===== config.mk =====
export PLATFORM = sky130hd
export DESIGN_NAME = safety_interlock_alert_table_core_flat
export DESIGN_NICKNAME = d
export VERILOG_FILES = /design/src/hdl/sia_pkg.sv /design/src/hdl/sia_if.sv /design/src/hdl/safety_interlock_alert_table_core.sv /design/src/flat_wrapper.sv
export SDC_FILE = /design/constraint.sdc
export NUM_CORES = 1
export LEC_CHECK = 0
export ABC_AREA = 0
export BUFFER_PORTS_ARGS = -buffer_cell sky130_fd_sc_hd__clkbuf_2
export CORE_UTILIZATION = 40
export DETAILED_ROUTE_END_ITERATION = 8
export GPL_TIMING_DRIVEN = 0
export PLACE_DENSITY = 0.57
export SETUP_SLACK_MARGIN = 0.2
export SLEW_MARGIN = 40
export SYNTH_ARGS = -nofsm -noshare
export SYNTH_HDL_FRONTEND = slang
export SYNTH_SLANG_ARGS = --single-unit

===== constraint.sdc =====
create_clock -name clock -period 6.9 [get_ports clock]
set_clock_uncertainty 0.2 [all_clocks]
set_input_delay 1.38 -clock clock [delete_from_list [all_inputs] [get_ports clock]]
set_output_delay 1.38 -clock clock [all_outputs]
set_load 0.1 [all_outputs]

===== src/hdl/sia_pkg.sv =====
// Shared widths, codes and reset values of the safety interlock alert table.
// No dependencies; used by the channel interfaces and the core.
`timescale 1ns / 1ps

package sia_pkg;

   localparam int ALERT_SLOTS_DEF = 8;

   localparam int KIND_W    = 4;
   localparam int DIST_W    = 13;
   localparam int GAS_W     = 12;
   localparam int BATT_W    = 15;
   localparam int AGE_W     = 32;
   localparam int CUR_W     = 16;
   localparam int ANGLE_W   = 12;
   localparam int SLOT_W    = 3;
   localparam int TYPE_W    = 3;
   localparam int LEVEL_W   = 2;
   localparam int ACTIVE_W  = 4;
   localparam int TOTAL_W   = 16;
   localparam int TILT_W    = 11;
   localparam int CSR_IDX_W = 3;
   localparam int CSR_DAT_W = 16;

   localparam logic [KIND_W-1:0] KIND_COLLISION = 4'd0;
   localparam logic [KIND_W-1:0] KIND_GAS       = 4'd1;
   localparam logic [KIND_W-1:0] KIND_BATTERY   = 4'd2;
   localparam logic [KIND_W-1:0] KIND_HEARTBEAT = 4'd3;
   localparam logic [KIND_W-1:0] KIND_MOTOR     = 4'd4;
   localparam logic [KIND_W-1:0] KIND_TILT      = 4'd5;
   localparam logic [KIND_W-1:0] KIND_RESET_STOP = 4'd6;
   localparam logic [KIND_W-1:0] KIND_CLEAR     = 4'd7;
   localparam logic [KIND_W-1:0] KIND_READ_SLOT = 4'd8;

   localparam logic [TYPE_W-1:0] TYPE_COLLISION   = 3'd0;
   localparam logic [TYPE_W-1:0] TYPE_GAS         = 3'd1;
   localparam logic [TYPE_W-1:0] TYPE_BATTERY     = 3'd2;
   localparam logic [TYPE_W-1:0] TYPE_OVERCURRENT = 3'd3;
   localparam logic [TYPE_W-1:0] TYPE_LINK        = 3'd4;
   localparam logic [TYPE_W-1:0] TYPE_TILT        = 3'd5;

   localparam logic [LEVEL_W-1:0] LVL_WARNING  = 2'd2;
   localparam logic [LEVEL_W-1:0] LVL_CRITICAL = 2'd3;

   localparam logic [1:0] GRADE_PASS     = 2'd0;
   localparam logic [1:0] GRADE_WARNING  = 2'd1;
   localparam logic [1:0] GRADE_CRITICAL = 2'd2;

   localparam logic [CSR_IDX_W-1:0] CSR_SAFE_DISTANCE  = 3'd0;
   localparam logic [CSR_IDX_W-1:0] CSR_STOP_DISTANCE  = 3'd1;
   localparam logic [CSR_IDX_W-1:0] CSR_GAS_LIMIT      = 3'd2;
   localparam logic [CSR_IDX_W-1:0] CSR_BATTERY_LOW    = 3'd3;
   localparam logic [CSR_IDX_W-1:0] CSR_BATTERY_CRIT   = 3'd4;
   localparam logic [CSR_IDX_W-1:0] CSR_HEARTBEAT      = 3'd5;
   localparam logic [CSR_IDX_W-1:0] CSR_TILT_LIMIT     = 3'd6;
   localparam logic [CSR_IDX_W-1:0] CSR_CURRENT_LIMIT  = 3'd7;

   localparam logic [DIST_W-1:0] RST_SAFE_DISTANCE = 13'd300;
   localparam logic [DIST_W-1:0] RST_STOP_DISTANCE = 13'd150;
   localparam logic [GAS_W-1:0]  RST_GAS_LIMIT     = 12'd400;
   localparam logic [BATT_W-1:0] RST_BATTERY_LOW   = 15'd11100;
   localparam logic [BATT_W-1:0] RST_BATTERY_CRIT  = 15'd10500;
   localparam logic [CUR_W-1:0]  RST_HEARTBEAT     = 16'd2000;
   localparam logic [TILT_W-1:0] RST_TILT_LIMIT    = 11'd450;
   localparam logic [CUR_W-1:0]  RST_CURRENT_LIMIT = 16'd5000;

   localparam logic [GAS_W:0] GAS_CRIT_MARGIN = 13'd200;

endpackage


===== src/hdl/sia_if.sv =====
// Valid/ready channel interfaces of the safety interlock: check request,
// status response and register write. Depend on sia_pkg for field widths.
`timescale 1ns / 1ps

interface sia_req_if;
   logic                                valid;
   logic                                ready;
   logic [sia_pkg::KIND_W-1:0]          kind;
   logic [sia_pkg::DIST_W-1:0]          front_distance;
   logic [sia_pkg::DIST_W-1:0]          rear_distance;
   logic [sia_pkg::GAS_W-1:0]           gas_level;
   logic [sia_pkg::BATT_W-1:0]          battery_mv;
   logic [sia_pkg::AGE_W-1:0]           heartbeat_age_ms;
   logic [sia_pkg::CUR_W-1:0]           motor_current_a;
   logic [sia_pkg::CUR_W-1:0]           motor_current_b;
   logic signed [sia_pkg::ANGLE_W-1:0]  pitch;
   logic signed [sia_pkg::ANGLE_W-1:0]  roll;
   logic [sia_pkg::SLOT_W-1:0]          slot_index;

   modport source (output valid, kind, front_distance, rear_distance, gas_level, battery_mv,
                   heartbeat_age_ms, motor_current_a, motor_current_b, pitch, roll,
                   slot_index, input ready);
   modport sink (input valid, kind, front_distance, rear_distance, gas_level, battery_mv,
                 heartbeat_age_ms, motor_current_a, motor_current_b, pitch, roll,
                 slot_index, output ready);
endinterface

interface sia_rsp_if;
   logic                            valid;
   logic                            ready;
   logic                            check_passed;
   logic                            safe_to_run;
   logic                            stop_latched;
   logic [sia_pkg::ACTIVE_W-1:0]    active_alerts;
   logic [sia_pkg::TOTAL_W-1:0]     total_alerts;
   logic                            slot_valid;
   logic [sia_pkg::TYPE_W-1:0]      slot_type;
   logic [sia_pkg::LEVEL_W-1:0]     slot_level;

   modport source (output valid, check_passed, safe_to_run, stop_latched, active_alerts,
                   total_alerts, slot_valid, slot_type, slot_level, input ready);
   modport sink (input valid, check_passed, safe_to_run, stop_latched, active_alerts,
                 total_alerts, slot_valid, slot_type, slot_level, output ready);
endinterface

interface sia_csr_if;
   logic                            valid;
   logic                            ready;
   logic [sia_pkg::CSR_IDX_W-1:0]   index;
   logic [sia_pkg::CSR_DAT_W-1:0]   data;

   modport source (output valid, index, data, input ready);
   modport sink (input valid, index, data, output ready);
endinterface


===== src/hdl/safety_interlock_alert_table_core.sv =====
// Safety interlock core: threshold checks, ordered alert table, stop latch.
// Depends on sia_pkg and the channel interfaces in sia_if.sv.
`timescale 1ns / 1ps

// A request word is taken only while the core is idle; its response word is
// held in an output register, so the next request may enter while the
// previous response still waits. Housekeeping words (reset stop, clear,
// slot read, unused kinds) go straight from the judge state to the done state
// with no table search. A check scans the alert table one entry per cycle to
// find its type and, when a passing check removes an entry, moves each later
// entry down one slot per cycle. Register writes are always taken at once and
// belong only in idle periods. A full table drops a new alert without
// counting it; a critical fault still sets the stop latch.
module safety_interlock_alert_table_core #(
   parameter int ALERT_SLOTS = sia_pkg::ALERT_SLOTS_DEF
) (
   input  logic      clock,
   input  logic      reset,
   sia_req_if.sink   req_bus,
   sia_rsp_if.source rsp_bus,
   sia_csr_if.sink   csr_bus
);

   localparam int CNT_W = $clog2(ALERT_SLOTS + 1);
   localparam int IDX_W = $clog2(ALERT_SLOTS);
   localparam logic [CNT_W-1:0] SLOTS_CNT = CNT_W'(ALERT_SLOTS);
   localparam logic [CNT_W-1:0] ONE_CNT   = CNT_W'(1);

   typedef enum logic [5:0] {
      ST_IDLE   = 6'b000001,
      ST_JUDGE  = 6'b000010,
      ST_SEARCH = 6'b000100,
      ST_APPLY  = 6'b001000,
      ST_SHIFT  = 6'b010000,
      ST_DONE   = 6'b100000
   } state_type;

   state_type state_ff, state_in;

   logic [sia_pkg::DIST_W-1:0]  safe_dist_ff, stop_dist_ff;
   logic [sia_pkg::GAS_W-1:0]   gas_limit_ff;
   logic [sia_pkg::BATT_W-1:0]  batt_low_ff, batt_crit_ff;
   logic [sia_pkg::CUR_W-1:0]   hb_timeout_ff, cur_limit_ff;
   logic [sia_pkg::TILT_W-1:0]  tilt_limit_ff;

   logic [sia_pkg::KIND_W-1:0]          kind_ff;
   logic [sia_pkg::DIST_W-1:0]          front_ff, rear_ff;
   logic [sia_pkg::GAS_W-1:0]           gas_ff;
   logic [sia_pkg::BATT_W-1:0]          batt_ff;
   logic [sia_pkg::AGE_W-1:0]           age_ff;
   logic [sia_pkg::CUR_W-1:0]           cur_a_ff, cur_b_ff;
   logic signed [sia_pkg::ANGLE_W-1:0]  pitch_ff, roll_ff;
   logic [sia_pkg::SLOT_W-1:0]          slot_ff;

   logic [1:0]                   grade_ff, grade_in;
   logic [sia_pkg::TYPE_W-1:0]   typ_ff, typ_in;
   logic [CNT_W-1:0]             ptr_ff, ptr_in;
   logic                         found_ff, found_in;
   logic [sia_pkg::LEVEL_W-1:0]  old_lvl_ff, old_lvl_in;
   logic                         passed_ff, passed_in;

   logic [CNT_W-1:0]             count_ff, count_in;
   logic [CNT_W-1:0]             crit_ff, crit_in;
   logic [sia_pkg::TOTAL_W-1:0]  total_ff, total_in;
   logic                         latch_ff, latch_in;

   logic [sia_pkg::TYPE_W-1:0]   tbl_type_ff [ALERT_SLOTS];
   logic [sia_pkg::LEVEL_W-1:0]  tbl_lvl_ff [ALERT_SLOTS];

   logic                         rsp_valid_ff, rsp_valid_in;
   logic                         rsp_passed_ff, rsp_safe_ff, rsp_stop_ff, rsp_svalid_ff;
   logic [sia_pkg::ACTIVE_W-1:0] rsp_active_ff;
   logic [sia_pkg::TOTAL_W-1:0]  rsp_total_ff;
   logic [sia_pkg::TYPE_W-1:0]   rsp_stype_ff;
   logic [sia_pkg::LEVEL_W-1:0]  rsp_slevel_ff;
   logic                         rsp_load;

   logic                         wr_en;
   logic [IDX_W-1:0]             wr_idx;
   logic [sia_pkg::TYPE_W-1:0]   wr_type;
   logic [sia_pkg::LEVEL_W-1:0]  wr_lvl;
   logic [IDX_W-1:0]             rd_idx;
   logic [sia_pkg::TYPE_W-1:0]   rd_type;
   logic [sia_pkg::LEVEL_W-1:0]  rd_lvl;

   logic [1:0]                   front_grade, rear_grade;
   logic [sia_pkg::GAS_W:0]      gas_crit;
   logic [sia_pkg::ANGLE_W-1:0]  pitch_abs, roll_abs;
   logic [sia_pkg::ANGLE_W-1:0]  tilt_ext;
   logic [CNT_W-1:0]             ptr_next;
   logic [CNT_W-1:0]             slot_cnt;
   logic                         slot_hit;
   logic [sia_pkg::LEVEL_W-1:0]  new_lvl;
   logic [CNT_W-1:0]             new_crit;
   logic [CNT_W-1:0]             old_crit;

   assign req_bus.ready = (state_ff == ST_IDLE);
   assign csr_bus.ready = 1'b1;

   // threshold judgement
   always_comb begin
      priority if (front_ff != '0 && front_ff < stop_dist_ff) begin
         front_grade = sia_pkg::GRADE_CRITICAL;
      end else if (front_ff != '0 && front_ff < safe_dist_ff) begin
         front_grade = sia_pkg::GRADE_WARNING;
      end else begin
         front_grade = sia_pkg::GRADE_PASS;
      end
      priority if (rear_ff != '0 && rear_ff < stop_dist_ff) begin
         rear_grade = sia_pkg::GRADE_CRITICAL;
      end else if (rear_ff != '0 && rear_ff < safe_dist_ff) begin
         rear_grade = sia_pkg::GRADE_WARNING;
      end else begin
         rear_grade = sia_pkg::GRADE_PASS;
      end
   end

   assign gas_crit  = {1'b0, gas_limit_ff} + sia_pkg::GAS_CRIT_MARGIN;
   assign pitch_abs = pitch_ff[sia_pkg::ANGLE_W-1] ? sia_pkg::ANGLE_W'(-pitch_ff) : pitch_ff;
   assign roll_abs  = roll_ff[sia_pkg::ANGLE_W-1] ? sia_pkg::ANGLE_W'(-roll_ff) : roll_ff;
   assign tilt_ext  = sia_pkg::ANGLE_W'(tilt_limit_ff);

   assign ptr_next = ptr_ff + ONE_CNT;
   assign slot_cnt = CNT_W'(slot_ff);
   assign slot_hit = (kind_ff == sia_pkg::KIND_READ_SLOT) && (slot_cnt < count_ff);
   assign new_lvl  = (grade_ff == sia_pkg::GRADE_CRITICAL) ? sia_pkg::LVL_CRITICAL
                                                           : sia_pkg::LVL_WARNING;
   assign new_crit = (new_lvl == sia_pkg::LVL_CRITICAL) ? ONE_CNT : '0;
   assign old_crit = (old_lvl_ff == sia_pkg::LVL_CRITICAL) ? ONE_CNT : '0;

   always_comb begin
      unique case (state_ff)
         ST_SHIFT: rd_idx = ptr_next[IDX_W-1:0];
         ST_DONE:  rd_idx = IDX_W'(slot_ff);
         default:  rd_idx = ptr_ff[IDX_W-1:0];
      endcase
   end

   assign rd_type = tbl_type_ff[rd_idx];
   assign rd_lvl  = tbl_lvl_ff[rd_idx];

   always_comb begin
      state_in     = state_ff;
      grade_in     = grade_ff;
      typ_in       = typ_ff;
      ptr_in       = ptr_ff;
      found_in     = found_ff;
      old_lvl_in   = old_lvl_ff;
      passed_in    = passed_ff;
      count_in     = count_ff;
      crit_in      = crit_ff;
      total_in     = total_ff;
      latch_in     = latch_ff;
      rsp_valid_in = rsp_valid_ff & ~rsp_bus.ready;
      rsp_load     = 1'b0;
      wr_en        = 1'b0;
      wr_idx       = ptr_ff[IDX_W-1:0];
      wr_type      = typ_ff;
      wr_lvl       = new_lvl;

      unique case (state_ff)
         ST_IDLE: begin
            if (req_bus.valid) begin
               state_in = ST_JUDGE;
            end
         end
         ST_JUDGE: begin
            ptr_in    = '0;
            found_in  = 1'b0;
            passed_in = 1'b0;
            state_in  = ST_SEARCH;
            unique case (kind_ff)
               sia_pkg::KIND_COLLISION: begin
                  typ_in   = sia_pkg::TYPE_COLLISION;
                  grade_in = (front_grade != sia_pkg::GRADE_PASS) ? front_grade : rear_grade;
               end
               sia_pkg::KIND_GAS: begin
                  typ_in = sia_pkg::TYPE_GAS;
                  priority if ({1'b0, gas_ff} > gas_crit) begin
                     grade_in = sia_pkg::GRADE_CRITICAL;
                  end else if (gas_ff > gas_limit_ff) begin
                     grade_in = sia_pkg::GRADE_WARNING;
                  end else begin
                     grade_in = sia_pkg::GRADE_PASS;
                  end
               end
               sia_pkg::KIND_BATTERY: begin
                  typ_in = sia_pkg::TYPE_BATTERY;
                  priority if (batt_ff < batt_crit_ff) begin
                     grade_in = sia_pkg::GRADE_CRITICAL;
                  end else if (batt_ff < batt_low_ff) begin
                     grade_in = sia_pkg::GRADE_WARNING;
                  end else begin
                     grade_in = sia_pkg::GRADE_PASS;
                  end
               end
               sia_pkg::KIND_HEARTBEAT: begin
                  typ_in   = sia_pkg::TYPE_LINK;
                  grade_in = (age_ff > sia_pkg::AGE_W'(hb_timeout_ff)) ?
                             sia_pkg::GRADE_CRITICAL : sia_pkg::GRADE_PASS;
               end
               sia_pkg::KIND_MOTOR: begin
                  typ_in   = sia_pkg::TYPE_OVERCURRENT;
                  grade_in = (cur_a_ff > cur_limit_ff || cur_b_ff > cur_limit_ff) ?
                             sia_pkg::GRADE_WARNING : sia_pkg::GRADE_PASS;
               end
               sia_pkg::KIND_TILT: begin
                  typ_in   = sia_pkg::TYPE_TILT;
                  grade_in = (pitch_abs > tilt_ext || roll_abs > tilt_ext) ?
                             sia_pkg::GRADE_CRITICAL : sia_pkg::GRADE_PASS;
               end
               sia_pkg::KIND_RESET_STOP: begin
                  latch_in = 1'b0;
                  state_in = ST_DONE;
               end
               sia_pkg::KIND_CLEAR: begin
                  count_in = '0;
                  crit_in  = '0;
                  state_in = ST_DONE;
               end
               default: begin
                  state_in = ST_DONE;
               end
            endcase
         end
         ST_SEARCH: begin
            priority if (ptr_ff >= count_ff) begin
               state_in = ST_APPLY;
            end else if (rd_type == typ_ff) begin
               found_in   = 1'b1;
               old_lvl_in = rd_lvl;
               state_in   = ST_APPLY;
            end else begin
               ptr_in = ptr_next;
            end
         end
         ST_APPLY: begin
            state_in = ST_DONE;
            if (grade_ff != sia_pkg::GRADE_PASS) begin
               if (new_lvl == sia_pkg::LVL_CRITICAL) begin
                  latch_in = 1'b1;
               end
               priority if (found_ff) begin
                  wr_en   = 1'b1;
                  crit_in = crit_ff - old_crit + new_crit;
               end else if (count_ff < SLOTS_CNT) begin
                  wr_en    = 1'b1;
                  wr_idx   = count_ff[IDX_W-1:0];
                  count_in = count_ff + ONE_CNT;
                  crit_in  = crit_ff + new_crit;
                  if (total_ff != '1) begin
                     total_in = total_ff + 1'b1;
                  end
               end else begin
                  crit_in = crit_ff;
               end
            end else begin
               passed_in = 1'b1;
               if (found_ff) begin
                  crit_in  = crit_ff - old_crit;
                  state_in = ST_SHIFT;
               end
            end
         end
         ST_SHIFT: begin
            if (ptr_next < count_ff) begin
               wr_en   = 1'b1;
               wr_type = rd_type;
               wr_lvl  = rd_lvl;
               ptr_in  = ptr_next;
            end else begin
               count_in = count_ff - ONE_CNT;
               state_in = ST_DONE;
            end
         end
         ST_DONE: begin
            if (!rsp_valid_ff || rsp_bus.ready) begin
               rsp_load     = 1'b1;
               rsp_valid_in = 1'b1;
               state_in     = ST_IDLE;
            end
         end
         default: begin
            state_in = ST_IDLE;
         end
      endcase
   end

   always_ff @(posedge clock) begin
      if (reset) begin
         state_ff      <= ST_IDLE;
         count_ff      <= '0;
         crit_ff       <= '0;
         total_ff      <= '0;
         latch_ff      <= 1'b0;
         rsp_valid_ff  <= 1'b0;
         safe_dist_ff  <= sia_pkg::RST_SAFE_DISTANCE;
         stop_dist_ff  <= sia_pkg::RST_STOP_DISTANCE;
         gas_limit_ff  <= sia_pkg::RST_GAS_LIMIT;
         batt_low_ff   <= sia_pkg::RST_BATTERY_LOW;
         batt_crit_ff  <= sia_pkg::RST_BATTERY_CRIT;
         hb_timeout_ff <= sia_pkg::RST_HEARTBEAT;
         tilt_limit_ff <= sia_pkg::RST_TILT_LIMIT;
         cur_limit_ff  <= sia_pkg::RST_CURRENT_LIMIT;
      end else begin
         state_ff     <= state_in;
         count_ff     <= count_in;
         crit_ff      <= crit_in;
         total_ff     <= total_in;
         latch_ff     <= latch_in;
         rsp_valid_ff <= rsp_valid_in;
         if (csr_bus.valid) begin
            unique case (csr_bus.index)
               sia_pkg::CSR_SAFE_DISTANCE: safe_dist_ff <= csr_bus.data[sia_pkg::DIST_W-1:0];
               sia_pkg::CSR_STOP_DISTANCE: stop_dist_ff <= csr_bus.data[sia_pkg::DIST_W-1:0];
               sia_pkg::CSR_GAS_LIMIT:     gas_limit_ff <= csr_bus.data[sia_pkg::GAS_W-1:0];
               sia_pkg::CSR_BATTERY_LOW:   batt_low_ff  <= csr_bus.data[sia_pkg::BATT_W-1:0];
               sia_pkg::CSR_BATTERY_CRIT:  batt_crit_ff <= csr_bus.data[sia_pkg::BATT_W-1:0];
               sia_pkg::CSR_HEARTBEAT:     hb_timeout_ff <= csr_bus.data;
               sia_pkg::CSR_TILT_LIMIT:    tilt_limit_ff <= csr_bus.data[sia_pkg::TILT_W-1:0];
               sia_pkg::CSR_CURRENT_LIMIT: cur_limit_ff <= csr_bus.data;
               default: begin
               end
            endcase
         end
      end
   end

   always_ff @(posedge clock) begin
      grade_ff   <= grade_in;
      typ_ff     <= typ_in;
      ptr_ff     <= ptr_in;
      found_ff   <= found_in;
      old_lvl_ff <= old_lvl_in;
      passed_ff  <= passed_in;
      if (state_ff == ST_IDLE && req_bus.valid) begin
         kind_ff  <= req_bus.kind;
         front_ff <= req_bus.front_distance;
         rear_ff  <= req_bus.rear_distance;
         gas_ff   <= req_bus.gas_level;
         batt_ff  <= req_bus.battery_mv;
         age_ff   <= req_bus.heartbeat_age_ms;
         cur_a_ff <= req_bus.motor_current_a;
         cur_b_ff <= req_bus.motor_current_b;
         pitch_ff <= req_bus.pitch;
         roll_ff  <= req_bus.roll;
         slot_ff  <= req_bus.slot_index;
      end
      if (wr_en) begin
         tbl_type_ff[wr_idx] <= wr_type;
         tbl_lvl_ff[wr_idx]  <= wr_lvl;
      end
      if (rsp_load) begin
         rsp_passed_ff <= passed_ff;
         rsp_safe_ff   <= ~latch_ff && (crit_ff == '0);
         rsp_stop_ff   <= latch_ff;
         rsp_active_ff <= sia_pkg::ACTIVE_W'(count_ff);
         rsp_total_ff  <= total_ff;
         rsp_svalid_ff <= slot_hit;
         rsp_stype_ff  <= slot_hit ? rd_type : '0;
         rsp_slevel_ff <= slot_hit ? rd_lvl : '0;
      end
   end

   assign rsp_bus.valid         = rsp_valid_ff;
   assign rsp_bus.check_passed  = rsp_passed_ff;
   assign rsp_bus.safe_to_run   = rsp_safe_ff;
   assign rsp_bus.stop_latched  = rsp_stop_ff;
   assign rsp_bus.active_alerts = rsp_active_ff;
   assign rsp_bus.total_alerts  = rsp_total_ff;
   assign rsp_bus.slot_valid    = rsp_svalid_ff;
   assign rsp_bus.slot_type     = rsp_stype_ff;
   assign rsp_bus.slot_level    = rsp_slevel_ff;

endmodule

===== src/flat_wrapper.sv =====
// flat-port wrapper written by rule: the top's interface ports become plain ports
module safety_interlock_alert_table_core_flat 
#(
   parameter int ALERT_SLOTS = sia_pkg::ALERT_SLOTS_DEF
)
  (clock, reset, req_bus_valid, req_bus_kind, req_bus_front_distance, req_bus_rear_distance, req_bus_gas_level, req_bus_battery_mv, req_bus_heartbeat_age_ms, req_bus_motor_current_a, req_bus_motor_current_b, req_bus_pitch, req_bus_roll, req_bus_slot_index, req_bus_ready, rsp_bus_valid, rsp_bus_check_passed, rsp_bus_safe_to_run, rsp_bus_stop_latched, rsp_bus_active_alerts, rsp_bus_total_alerts, rsp_bus_slot_valid, rsp_bus_slot_type, rsp_bus_slot_level, rsp_bus_ready, csr_bus_valid, csr_bus_index, csr_bus_data, csr_bus_ready);
  sia_req_if req_bus_i ();
  sia_rsp_if rsp_bus_i ();
  sia_csr_if csr_bus_i ();
  input  logic clock;
  input  logic reset;
  input wire logic [$bits(req_bus_i.valid)-1:0] req_bus_valid;
  input wire logic [$bits(req_bus_i.kind)-1:0] req_bus_kind;
  input wire logic [$bits(req_bus_i.front_distance)-1:0] req_bus_front_distance;
  input wire logic [$bits(req_bus_i.rear_distance)-1:0] req_bus_rear_distance;
  input wire logic [$bits(req_bus_i.gas_level)-1:0] req_bus_gas_level;
  input wire logic [$bits(req_bus_i.battery_mv)-1:0] req_bus_battery_mv;
  input wire logic [$bits(req_bus_i.heartbeat_age_ms)-1:0] req_bus_heartbeat_age_ms;
  input wire logic [$bits(req_bus_i.motor_current_a)-1:0] req_bus_motor_current_a;
  input wire logic [$bits(req_bus_i.motor_current_b)-1:0] req_bus_motor_current_b;
  input wire logic [$bits(req_bus_i.pitch)-1:0] req_bus_pitch;
  input wire logic [$bits(req_bus_i.roll)-1:0] req_bus_roll;
  input wire logic [$bits(req_bus_i.slot_index)-1:0] req_bus_slot_index;
  output wire logic [$bits(req_bus_i.ready)-1:0] req_bus_ready;
  output wire logic [$bits(rsp_bus_i.valid)-1:0] rsp_bus_valid;
  output wire logic [$bits(rsp_bus_i.check_passed)-1:0] rsp_bus_check_passed;
  output wire logic [$bits(rsp_bus_i.safe_to_run)-1:0] rsp_bus_safe_to_run;
  output wire logic [$bits(rsp_bus_i.stop_latched)-1:0] rsp_bus_stop_latched;
  output wire logic [$bits(rsp_bus_i.active_alerts)-1:0] rsp_bus_active_alerts;
  output wire logic [$bits(rsp_bus_i.total_alerts)-1:0] rsp_bus_total_alerts;
  output wire logic [$bits(rsp_bus_i.slot_valid)-1:0] rsp_bus_slot_valid;
  output wire logic [$bits(rsp_bus_i.slot_type)-1:0] rsp_bus_slot_type;
  output wire logic [$bits(rsp_bus_i.slot_level)-1:0] rsp_bus_slot_level;
  input wire logic [$bits(rsp_bus_i.ready)-1:0] rsp_bus_ready;
  input wire logic [$bits(csr_bus_i.valid)-1:0] csr_bus_valid;
  input wire logic [$bits(csr_bus_i.index)-1:0] csr_bus_index;
  input wire logic [$bits(csr_bus_i.data)-1:0] csr_bus_data;
  output wire logic [$bits(csr_bus_i.ready)-1:0] csr_bus_ready;
  assign req_bus_i.valid = req_bus_valid;
  assign req_bus_i.kind = req_bus_kind;
  assign req_bus_i.front_distance = req_bus_front_distance;
  assign req_bus_i.rear_distance = req_bus_rear_distance;
  assign req_bus_i.gas_level = req_bus_gas_level;
  assign req_bus_i.battery_mv = req_bus_battery_mv;
  assign req_bus_i.heartbeat_age_ms = req_bus_heartbeat_age_ms;
  assign req_bus_i.motor_current_a = req_bus_motor_current_a;
  assign req_bus_i.motor_current_b = req_bus_motor_current_b;
  assign req_bus_i.pitch = req_bus_pitch;
  assign req_bus_i.roll = req_bus_roll;
  assign req_bus_i.slot_index = req_bus_slot_index;
  assign req_bus_ready = req_bus_i.ready;
  assign rsp_bus_valid = rsp_bus_i.valid;
  assign rsp_bus_check_passed = rsp_bus_i.check_passed;
  assign rsp_bus_safe_to_run = rsp_bus_i.safe_to_run;
  assign rsp_bus_stop_latched = rsp_bus_i.stop_latched;
  assign rsp_bus_active_alerts = rsp_bus_i.active_alerts;
  assign rsp_bus_total_alerts = rsp_bus_i.total_alerts;
  assign rsp_bus_slot_valid = rsp_bus_i.slot_valid;
  assign rsp_bus_slot_type = rsp_bus_i.slot_type;
  assign rsp_bus_slot_level = rsp_bus_i.slot_level;
  assign rsp_bus_i.ready = rsp_bus_ready;
  assign csr_bus_i.valid = csr_bus_valid;
  assign csr_bus_i.index = csr_bus_index;
  assign csr_bus_i.data = csr_bus_data;
  assign csr_bus_ready = csr_bus_i.ready;
  safety_interlock_alert_table_core #(.ALERT_SLOTS(ALERT_SLOTS)) u_core (.clock(clock), .reset(reset), .req_bus(req_bus_i), .rsp_bus(rsp_bus_i), .csr_bus(csr_bus_i));
endmodule

* Yosys cells after proc, flatten, opt, wreduce, memory -nomap -nowiden
Memories as Yosys holds them, arrays and structs flattened.
Index checks and enable logic that the tools add are counted.
** Storage, ports and cells
- RAM bits :: 40
- Output and inout port bits :: 32
- Register bits :: 333
- Memories :: 2
** Cells by class
- Magnitude comparators :: 17
- Add/subtract/negate cells :: 10
- Bitwise gates (word level) :: 5
- Muxes and demuxes :: 72
- Reductions and logical operators :: 42
- Eq/ne operators :: 43
** Memory list
- u_core.tbl_type_ff :: depth 8, width 3, read ports 1, clocked after memory_dff 0, wr ports 1, line safety_interlock_alert_table_core.sv:67 : logic [sia_pkg::TYPE_W-1:0] tbl_type_ff [ALERT_SLOTS];
- u_core.tbl_lvl_ff :: depth 8, width 2, read ports 1, clocked after memory_dff 0, wr ports 1, line safety_interlock_alert_table_core.sv:68 : logic [sia_pkg::LEVEL_W-1:0] tbl_lvl_ff [ALERT_SLOTS];
** Operators by type and width (number)
- 13-bit less-than comparator :: 4
- 4-bit two-way mux :: 12
- 6-bit two-way mux :: 8
- 6-bit one-hot mux with 6 select lines :: 1
- 16-bit > comparator :: 2
- 32-bit by 16-bit > comparator with 1-bit output :: 1
- 15-bit less-than comparator :: 2
- 13-bit nonzero test :: 2
- 12-bit by 11-bit > comparator with 1-bit output :: 2
- 1-bit two-way mux :: 24
- 12-bit two-way mux :: 2
- 12-bit negator :: 2
- 4-bit one-hot mux with 3 select lines :: 2
- 2-bit AND reduction :: 10
- 2-bit two-way mux :: 9
- 3-bit two-way mux :: 6
- 3-bit one-hot mux with 6 select lines :: 1
- 16-bit by 1-bit adder with 16-bit output, second input constant :: 1
- 4-bit by 3-bit == test with 1-bit output, second input constant :: 4
- 16-bit != test, second input constant :: 1
- 2-bit != test, second input constant :: 8
- 4-bit AND reduction :: 4
- 12-bit by 8-bit adder with 13-bit output, second input constant :: 1
- 12-bit by 13-bit > comparator with 1-bit output :: 1
- other kinds (43) :: 79

* Logic depth before layout (Yosys ltp)
Gate-level depths: netlist of the first run.
- Depth in word-level cells :: 9
- Depth in mapped cells :: 14
- Mapped depth without buffers :: 14

* Worst setup path after synthesis of the first run
OpenSTA, ideal clock, no wires.
- Kind :: reg2reg
- From :: register u_core.state_ff[3]
- To :: register u_core.age_ff[0] (netlist bit), enable pin
- Required time :: 6.176 ns
- Path buffers :: 1
- Clock period less this slack :: 5.700 ns
- Path slack :: 1.200 ns
- Cell stages (with the launch flop) :: 6
- Arrival time :: 4.976 ns
- Setup time :: 0.524 ns
- Path through :: dfxtp_1 buf_2 nor2_1 nand4b_1 inv_1 and2_1
** Between the ends
- Word-level cells in the longest chain between the ends :: 2
** Ends and longest elaborated chain
- start, declared :: line safety_interlock_alert_table_core.sv:38 : state_type state_ff, state_in;
- start signal, assigned :: line safety_interlock_alert_table_core.sv:306 : state_ff <= state_in;
- 6-bit by 1-bit == test with 1-bit output
- named net req_bus_ready :: line flat_wrapper.sv:24 : output wire logic [$bits(req_bus_i.ready)-1:0] req_bus_ready;
- 1-bit logical AND :: line safety_interlock_alert_table_core.sv:336 : if (state_ff == ST_IDLE && req_bus.valid) begin
- end signal, assigned :: line safety_interlock_alert_table_core.sv:342 : age_ff <= req_bus.heartbeat_age_ms;
- end, declared :: line safety_interlock_alert_table_core.sv:50 : logic [sia_pkg::AGE_W-1:0] age_ff;
The timed path passes the listed nets, and every way through them passes these cells.
A chain may end at the register's enable or synchronous reset.

* Final worst setup path of the first run
- From :: register u_core.roll_ff[3] (netlist bit)
- To :: register u_core.grade_ff[1] (data pin)
** Between the ends
- Word-level cells in the longest chain between the ends :: 6
** Ends and longest elaborated chain
- start, declared :: line safety_interlock_alert_table_core.sv:52 : logic signed [sia_pkg::ANGLE_W-1:0] pitch_ff, roll_ff;
- start signal, assigned :: line safety_interlock_alert_table_core.sv:346 : roll_ff <= req_bus.roll;
- 12-bit negator :: line safety_interlock_alert_table_core.sv:120 : assign roll_abs = roll_ff[sia_pkg::ANGLE_W-1] ? sia_pkg::ANGLE_W'(-roll_ff) : roll_ff;
- 12-bit two-way mux * :: line safety_interlock_alert_table_core.sv:120
- 12-bit by 11-bit > comparator with 1-bit output * :: line safety_interlock_alert_table_core.sv:209 : grade_in = (pitch_abs > tilt_ext || roll_abs > tilt_ext) ?
- 1-bit logical OR * :: line safety_interlock_alert_table_core.sv:209
- 2-bit two-way mux * :: line safety_interlock_alert_table_core.sv:209
- 2-bit one-hot mux with 6 select lines * :: line safety_interlock_alert_table_core.sv:172 : unique case (kind_ff)
- end signal, assigned :: line safety_interlock_alert_table_core.sv:330 : grade_ff <= grade_in;
- end, declared :: line safety_interlock_alert_table_core.sv:55 : logic [1:0] grade_ff, grade_in;
Every way passes the cells marked *; elsewhere a longest branch is shown, timed or not.

==> results of run 1 <==
[layer usage]
layer / track usage [%] / routed length [um]
met1: 25.0 / 20100
met2: 33.4 / 22000
met3: 3.75 / 2440
met4: 6.62 / 1310
met5: 0 / 28
[synthesized netlist by cell type (7+ instances only)]
master and number:
edfxtp_1 230, nand2_1 227, ha_1 188, a21oi_1 147
dfxtp_1 143, inv_1 136, nor2_1 106, o21ai_0 68
a21o_1 46, clkbuf_1 41, nand3_1 41, xnor2_1 34
a211o_1 29, nand4_1 28, nor2b_1 27, nor3_1 23
nand2b_1 20, nand3b_1 15, a211oi_1 11, clkbuf_2 11
xor2_1 11, mux2i_1 10, o31ai_1 10, nor4_1 9
o21a_1 9, a31oi_1 8, and2_1 7, or4_1 7
[where the power goes]
group | internal, W | switching, W | leakage (nW)
clock network | 0.00137 | 0.000910 | 0.689
registers | 0.00254 | 0.0000879 | 3.33
logic | 0.000306 | 0.000448 | 4.79
[cell usage in the layout (no fill, tap or decap), types with 28 or more instances in the layout]
master,n
dfxtp_1,143
clkbuf_2,198
a211o_1,29
nand2_1,227
nor2_1,106
nand3_1,41
edfxtp_1,230
o21ai_0,64
inv_1,136
ha_1,188
clkbuf_1,53
a21oi_1,147
xnor2_1,34
clkbuf_16,44
nand4_1,28
a21o_1,46
[sequential cells by signal, indices dropped and copies added, names as in the netlist, 6 cells and up]
name / count
u_core.roll_ff: 12
u_core.front_ff: 13
u_core.state_ff: 6
u_core.cur_limit_ff: 16
u_core.rsp_bus.total_alerts: 16
u_core.gas_ff: 12
u_core.pitch_ff: 12
u_core.gas_limit_ff: 12
u_core.safe_dist_ff: 13
u_core.stop_dist_ff: 13
u_core.batt_low_ff: 15
u_core.cur_b_ff: 16
u_core.batt_crit_ff: 15
u_core.rear_ff: 13
u_core.total_ff: 16
u_core.tbl_lvl_ff: 16
u_core.hb_timeout_ff: 16
u_core.cur_a_ff: 16
u_core.tbl_type_ff: 24
u_core.tilt_limit_ff: 11
u_core.batt_ff: 15
u_core.age_ff: 32
[logic make-up after synthesis]
logic type | after synthesis | share of synthesized area, %
xor gates and xnor gates | 45 | 2.14
muxes | 17 | 1.22
DFF | 373 | 53.0
adders and majority gates | 189 | 12.9
and+or+nand+nor | 548 | 14.2
buffers and inverters | 198 | 4.22
AOI/OAI and AO/OA | 366 | 12.3
other | 1 | 0.0204
[cell type report]
| class | count | area share (%) |
|---|---|---|
| Buffer | 61 | 1.22 |
| Tap cell | 600 | 3.47 |
| Multi-Input combinational cell | 1166 | 36.5 |
| Antenna cell | 2 | 0.0231 |
| Inverter | 137 | 2.37 |
| Sequential cell | 373 | 45.1 |
| Timing Repair Buffer | 192 | 4.85 |
| Clock inverter | 18 | 0.947 |
| Clock buffer | 60 | 5.55 |
[metrics by stage]
step	setup TNS [ns]	instances	hold slack, ns	area, um^2
global route	0	2607	0.237	21700
global placement	-48.65	2524	0.206	20100
floorplan	0	1737	0.200	18400
CTS	0	2607	0.234	21700
finish	0	2609	0.233	21700
detailed placement	0	2529	0.211	20200
[worst min-delay path by stage]
stage / from / endpoint / slack [ns] / cells past startpoint
detailed placement: u_core.passed_ff / u_core.rsp_bus.check_passed / 0.21 / 0
floorplan: u_core.passed_ff / u_core.rsp_bus.check_passed / 0.20 / 0
global placement: u_core.passed_ff / u_core.rsp_bus.check_passed / 0.21 / 0
CTS: u_core.passed_ff / u_core.rsp_bus.check_passed / 0.23 / 0
finish: u_core.passed_ff / u_core.rsp_bus.check_passed / 0.23 / 0
global route: u_core.passed_ff / u_core.rsp_bus.check_passed / 0.24 / 0
[critical path, cell delays in order (launching register included)]
cell,delay (ns)
edfxtp_1,0.44
or4_1,0.57
nor3_1,0.23
nand2_1,0.11
o31ai_1,0.24
xnor2_1,0.14
ha_1,0.31
nand3_1,0.10
nor4_1,0.34
o22ai_1,0.12
o21ai_0,0.36
o31ai_1,0.13
o21ai_0,0.34
a32oi_1,0.16
==> results_dict.tcl, run 1 <==
set metrics [dict create \
    die_area_um2 46900 \
    clk_pin_slew_ns 0.06 \
    grt_usage_pct 19.7 \
    synth_enable_flop_cells 230 \
    cts_tree "done" \
    antenna_left 0 \
    area_growth_syn_to_layout_pct 17.5 \
    slew_violations 0 \
    post_cts_buffers 0 \
    critPathKind "flip-flop to flip-flop" \
    fin_ws_ns 2.83 \
    crit_end "u_core.grade_ff[1]" \
    critPathLaunch "u_core.roll_ff[3]" \
    peakVddDrop_mv 0.214 \
    drt-total-wl_um 45900 \
    crit_fanout 4 \
    synth.avg_cell_area_um2 10.6 \
    yosys-top-cells-area "edfxtp_1, dfxtp_1, ha_1" \
    h-tree-depth 2 \
    post_drt_wl_per_cell_um 17.6 \
    vias_per_cell 5.09 \
    tightest_slew_ns 0.855 \
    worstSetupStartpointType "flip-flop" \
    nFillCells 4252 \
    r2r-start "u_core.roll_ff[3]" \
    synth-seq-cells 373 \
    clock_latency_ns 0.58 \
    cts_hold_buffers 0 \
    yosysUniqueCellTypes 67 \
    firstDrtPassIters 5 \
    drtIter0Drc 715 \
    setup_violations 0 \
    rsz0062_at_grt "false" \
    rr_endpoint "u_core.grade_ff[1]" \
    rows 78 \
    multi_input_area_um2 7900 \
    required_ns 6.98 \
    cts_resized 0 \
    powerDensity_nw_per_um2 261 \
    overflow 0 \
    core-area_um2 45400 \
    seq_area_um2 9770 \
    clockRootBuffer "clkbuf_16" \
    portBuffers 187 \
    cts_buffer_depth 3 \
    grt_pass1_vias 13000 \
    cts.sink_count 373 \
    hp-class "flip-flop to flip-flop" \
    regToRegSetupSlack_ns 2.83 \
    ios 204 \
    die_w_um 217 \
    synthesis.area_um2 18400 \
    start_util_pct 40.6 \
    synthCells 1737 \
    antenna_found_initial 4 \
    status "finished clean" \
    grt_start_max_net_pins 45 \
    crit_arrival_ns 4.15 \
    fp.dieH_um 217 \
    endpoint_kind "flip-flop" \
    cts-buffers-inserted 42 \
    dp_hpwl_um 34600 \
    timing.final.crit_share_pct 59.0 \
    postSynthNetCount 2098 \
    p_leak_nw 8.81 \
    synth-warning-count 0 \
    finish.utilization_pct 47.7 \
    drc_errors 0 \
    drv_cap 0 \
    finalPower_w 0.00566 \
    layout.nets 2334 \
    synthArstFlopShare_pct 0 \
    place.gp.congestion 0.880 \
    drive_gt1_share_pct 14.8 \
    worst_r2r_path_depth 13 \
    ys.flop_type "edfxtp_1" \
    pre_cts_ws_ns 2.83 \
    vias 13300 \
    synth_top_area_cell "edfxtp_1" \
    synth.top_cell.area_share_pct 37.5 \
    finalCriticalPeriod_ns 4.07 \
    yosysSeqAreaShare_pct 53.0 \
    grt_pass1_wl_um 71100 \
    slew_headroom_pct 43.0 \
    hold_violations 0 \
    fmax_mhz 246 \
]
Note: power is estimated with default switching activity, not from simulation.
==> run 2, diff against run 1 <==
Clock period 6.9 ns to 3.9 ns, I/O delays scaled along.
==> results_dict.tcl, run 2 (synthesized netlist as in run 1, its figures left out) <==
set metrics [dict create \
    crit_arrival_ns 3.64 \
    hp-start "req_bus_heartbeat_age_ms[7]" \
    place.gp.congestion 0.885 \
    clock_latency_ns 0.56 \
    overflow 0 \
    setup_violations 0 \
    top_register "u_core.age_ff" \
    regToRegSetupSlack_ns 0.35 \
    ios 204 \
    antenna_found_initial 3 \
    finish.utilization_pct 47.9 \
    status "finished clean" \
    final_cell_mix "edfxtp_1, nand2_1, clkbuf_2" \
    drive_gt1_share_pct 15.8 \
    start_util_pct 40.6 \
    p_leak_nw 8.80 \
    layout.nets 2334 \
    core-area_um2 45400 \
    grt_start_max_net_pins 46 \
    die_area_um2 46900 \
    post_drt_wl_per_cell_um 17.8 \
    required_ns 3.99 \
    clk_pin_slew_ns 0.06 \
    vias 13500 \
    drv_cap 0 \
    cts_hold_buffers 0 \
    nFillCells 4271 \
    finalCriticalPeriod_ns 3.55 \
    cts.sink_count 373 \
    grt_pass1_vias 13200 \
    rows 78 \
    cts-buffers-inserted 42 \
    endpoint_kind "flip-flop" \
    final_area_um2 21700 \
    antenna_left 0 \
    die_w_um 217 \
    worstSetupStartpointType "flip-flop" \
    h-tree-depth 2 \
    tightest_slew_ns 0.803 \
    worst_r2r_path_depth 13 \
    fin_ws_ns 0.346 \
    r2r-start "u_core.roll_ff[3]" \
    seq_area_um2 9770 \
    cts_tree "done" \
    fmax_mhz 281 \
    hold_depth 1 \
    largest_reg_flops 32 \
    dpl_cell_area_um2 20200 \
    drt-total-wl_um 46400 \
    clockRootBuffer "clkbuf_16" \
    slew_violations 0 \
    vias_per_cell 5.18 \
    area_growth_syn_to_layout_pct 17.9 \
    hold_violations 0 \
    rsz0062_at_grt "true" \
    layout_commonest_cell "edfxtp_1" \
    firstDrtPassIters 7 \
    finalSetupTns_ns 0 \
    slew_headroom_pct 46.5 \
    critPathKind "flip-flop to flip-flop" \
    rr_endpoint "u_core.grade_ff[1]" \
    multi_input_area_um2 8000 \
    crit_fanout 4 \
    fp.dieH_um 217 \
    grt_pass1_wl_um 71900 \
    drc_errors 0 \
    pre_cts_ws_ns -0.179 \
    portBuffers 187 \
    drtIter0Drc 789 \
    powerDensity_nw_per_um2 456 \
    reg_top3 "u_core.age_ff (32), u_core.tbl_type_ff (24)" \
    peakVddDrop_mv 0.360 \
    hp-class "input pin to flip-flop" \
    grt_usage_pct 19.9 \
    whs_endpoint "u_core.age_ff[7]" \
    cts_buffer_depth 3 \
    dp_hpwl_um 34900 \
    timing.final.crit_share_pct 91.1 \
]
[run 2: through the flow]
stage | hold slack, ns | power [W] | instances
2_1_floorplan | 0.200 | 0.00557 | 1737
3_3_place_gp | 0.226 | 0.00599 | 2524
3_5_place_dp | 0.232 | 0.00607 | 2529
4_1_cts | 0.155 | 0.0100 | 2606
5_1_grt | 0.156 | 0.0104 | 2606
6_report | 0.193 | 0.00991 | 2608
[run 2: worst max-delay path by stage]
stage / start / slack, ns / endpoint / cells past startpoint
after floorplan: u_core.state_ff[3] / 0.59 / u_core.age_ff[0] / 5
after global placement: u_core.roll_ff[3] / -0.14 / u_core.grade_ff[1] / 13
after detailed placement: u_core.roll_ff[3] / -0.18 / u_core.grade_ff[1] / 13
after CTS: u_core.roll_ff[3] / 0.18 / u_core.grade_ff[1] / 13
after global routing: u_core.roll_ff[3] / 0.15 / u_core.grade_ff[1] / 13
final: u_core.roll_ff[3] / 0.35 / u_core.grade_ff[1] / 13
[run 2: power by group]
group / total [W] / switching [W] / internal, W / leakage (nW)
Combinational: 0.00135 / 0.000806 / 0.000548 / 4.80
Clock: 0.00390 / 0.00158 / 0.00233 / 0.670
Sequential: 0.00465 / 0.000162 / 0.00449 / 3.33
Total: 0.00991 / 0.00254 / 0.00736 / 8.80
[run 2: layout make-up]
class                           count  share of cell area, %
Antenna cell                        2                 0.0230
Sequential cell                   373                   45.0
Inverter                          137                   2.38
Multi-Input combinational cell   1166                   36.8
Clock inverter                     13                  0.438
Clock buffer                       64                   5.89
Timing Repair Buffer              192                   4.78
Buffer                             61                   1.22
Tap cell                          600                   3.46
[run 2: what timing repair did]
action                                 4_1_cts  5_1_grt
endpoints found under the hold margin        0        0
gates resized for setup                     11       12
setup endpoints to repair                    9        7
setup buffers                                0        0
pin swaps                                    0        3
[run 2: layer usage]
layer,up-vias,share of wire [%],global-route usage (%)
met1,6417,44,25.8
met2,338,47,33.2
met3,72,5.5,3.97
met4,2,2.7,6.24
li1,6692,-,-
met5,-,0.024,0
[run 2: critical path, cell delays in order (launching register included)]
cell and delay, ns:
edfxtp_1 0.44, or4_4 0.56, nor3_2 0.14, nand2_1 0.11, o31ai_2 0.21, xnor2_1 0.12, ha_1 0.30, nand3_1 0.12
nor4_2 0.29, o22ai_1 0.13, o21ai_2 0.18, o31ai_1 0.11, o21ai_2 0.24, a32oi_1 0.13
==> run 3, diff against run 2 <==
Settings changed: CORE_UTILIZATION 40 to 59, PLACE_DENSITY 0.57 to 0.79.
==> results_dict.tcl, run 3 (synthesized netlist as in run 1, its figures left out) <==
set metrics [dict create \
    endpoint_kind "flip-flop" \
    clockRootBuffer "clkbuf_16" \
    antenna_left 0 \
    r2r-start "u_core.roll_ff[3]" \
    finish.utilization_pct 69.9 \
    dpl_cell_area_um2 19900 \
    drtIter0Drc 1079 \
    grt_start_max_net_pins 46 \
    place.gp.congestion 0.889 \
    dp_hpwl_um 32100 \
    area_growth_syn_to_layout_pct 16.3 \
    rows 64 \
    crit_arrival_ns 3.60 \
    slew_violations 0 \
    nFillCells 2239 \
    top_register "u_core.age_ff" \
    hold_ws_ns 0.216 \
    antenna_found_initial 1 \
    regToRegSetupSlack_ns 0.37 \
    tightest_slew_ns 0.810 \
    die_area_um2 31900 \
    timing.final.crit_share_pct 90.4 \
    reg_top3 "u_core.age_ff (32), u_core.tbl_type_ff (24)" \
    multi_input_area_um2 7980 \
    vias 13900 \
    whs_endpoint "u_core.rear_ff[0]" \
    post_drt_wl_per_cell_um 18.0 \
    worst_r2r_path_depth 13 \
    clk_pin_slew_ns 0.06 \
    grt_usage_pct 27.3 \
    hold_violations 0 \
    firstDrtPassIters 5 \
    vias_per_cell 5.79 \
    drv_cap 0 \
    largest_reg_flops 32 \
    h-tree-depth 2 \
    core-area_um2 30700 \
    start_util_pct 60.1 \
    layout_commonest_cell "edfxtp_1" \
    grt_pass1_vias 13600 \
    fp.dieH_um 179 \
    final_cell_mix "edfxtp_1, nand2_1, clkbuf_2" \
    drt-total-wl_um 43300 \
    status "finished clean" \
    clock_latency_ns 0.54 \
    die_w_um 179 \
    portBuffers 187 \
    drc_errors 0 \
    cts_buffer_depth 3 \
    final_area_um2 21400 \
    grt_pass1_wl_um 67800 \
    drive_gt1_share_pct 15.8 \
    setup_violations 0 \
    antennaDiodeCount 0 \
    hp-class "input pin to flip-flop" \
    rsz0062_at_grt "false" \
    cts.sink_count 373 \
    p_leak_nw 8.81 \
    seq_area_um2 9770 \
    slew_headroom_pct 46.0 \
    overflow 0 \
    finalCriticalPeriod_ns 3.53 \
    hp-start "req_bus_rear_distance[0]" \
    ios 204 \
    critPathKind "flip-flop to flip-flop" \
    cts-buffers-inserted 40 \
    layout.nets 2332 \
    cts_tree "done" \
    worstSetupStartpointType "flip-flop" \
    fmax_mhz 284 \
    hold_depth 1 \
    rr_endpoint "u_core.grade_ff[1]" \
    powerDensity_nw_per_um2 463 \
    crit_fanout 4 \
    required_ns 3.97 \
    peakVddDrop_mv 0.452 \
    finalPower_w 0.00993 \
]
run 3: cell type report:
type | instances | area share [%]
plain buffers | 61 | 1.23
clock buffers | 62 | 5.97
clock inverters | 12 | 0.549
inverters | 137 | 2.41
multi-input cells | 1166 | 37.2
flip-flops and latches | 373 | 45.6
well taps | 396 | 2.31
repair buffers | 192 | 4.75
run 3: how the worst max path moves through the flow:
stage	from	endpoint	slack, ns	cells past startpoint
CTS	u_core.state_ff[0]	u_core.ptr_ff[3]	0.21	10
floorplan	u_core.state_ff[3]	u_core.age_ff[0]	0.59	5
global route	u_core.roll_ff[3]	u_core.grade_ff[1]	0.20	13
global placement	u_core.roll_ff[3]	u_core.grade_ff[1]	0.05	13
finish	u_core.roll_ff[3]	u_core.grade_ff[1]	0.37	13
detailed placement	u_core.roll_ff[3]	u_core.grade_ff[1]	-0.02	13
run 3: report_power, final:
| part | leakage, nW | switching [W] | internal, W |
|---|---|---|---|
| Combinational | 4.79 | 0.000800 | 0.000540 |
| Clock | 0.692 | 0.00155 | 0.00240 |
| Sequential | 3.33 | 0.000159 | 0.00449 |
| Total | 8.81 | 0.00250 | 0.00742 |
run 3: repair_timing:
action,4_1_cts,5_1_grt
buffers inserted,0,1
hold buffers,0,0
endpoints found under the setup margin,5,5
pin swaps,0,2
resized for setup,6,13
run 3: critical path, cell delays in order, from the launching register on:
cell	delay, ns
edfxtp_1	0.44
or4_1	0.58
nor3_2	0.16
nand2_1	0.10
o31ai_2	0.21
xnor2_1	0.13
ha_1	0.31
nand3_1	0.12
nor4_2	0.27
o22ai_1	0.13
o21ai_2	0.18
o31ai_1	0.12
o21ai_2	0.21
a32oi_1	0.11
run 3: routing by layer:
layer	GRT usage [%]	part of all wire, %	up-vias
met5	0	0	-
met4	10.9	3.4	0
met3	4.45	6.9	101
met2	47.4	49	532
met1	34.0	41	6568
li1	-	-	6688
run 3: metrics by stage:
stage	setup TNS (ns)	cells	setup WS (ns)
floorplan	0	1737	0.585
global placement	0	2320	0.0461
detailed placement	-0.0181	2324	-0.0181
CTS	0	2398	0.215
global route	0	2399	0.201
finish	0	2399	0.373
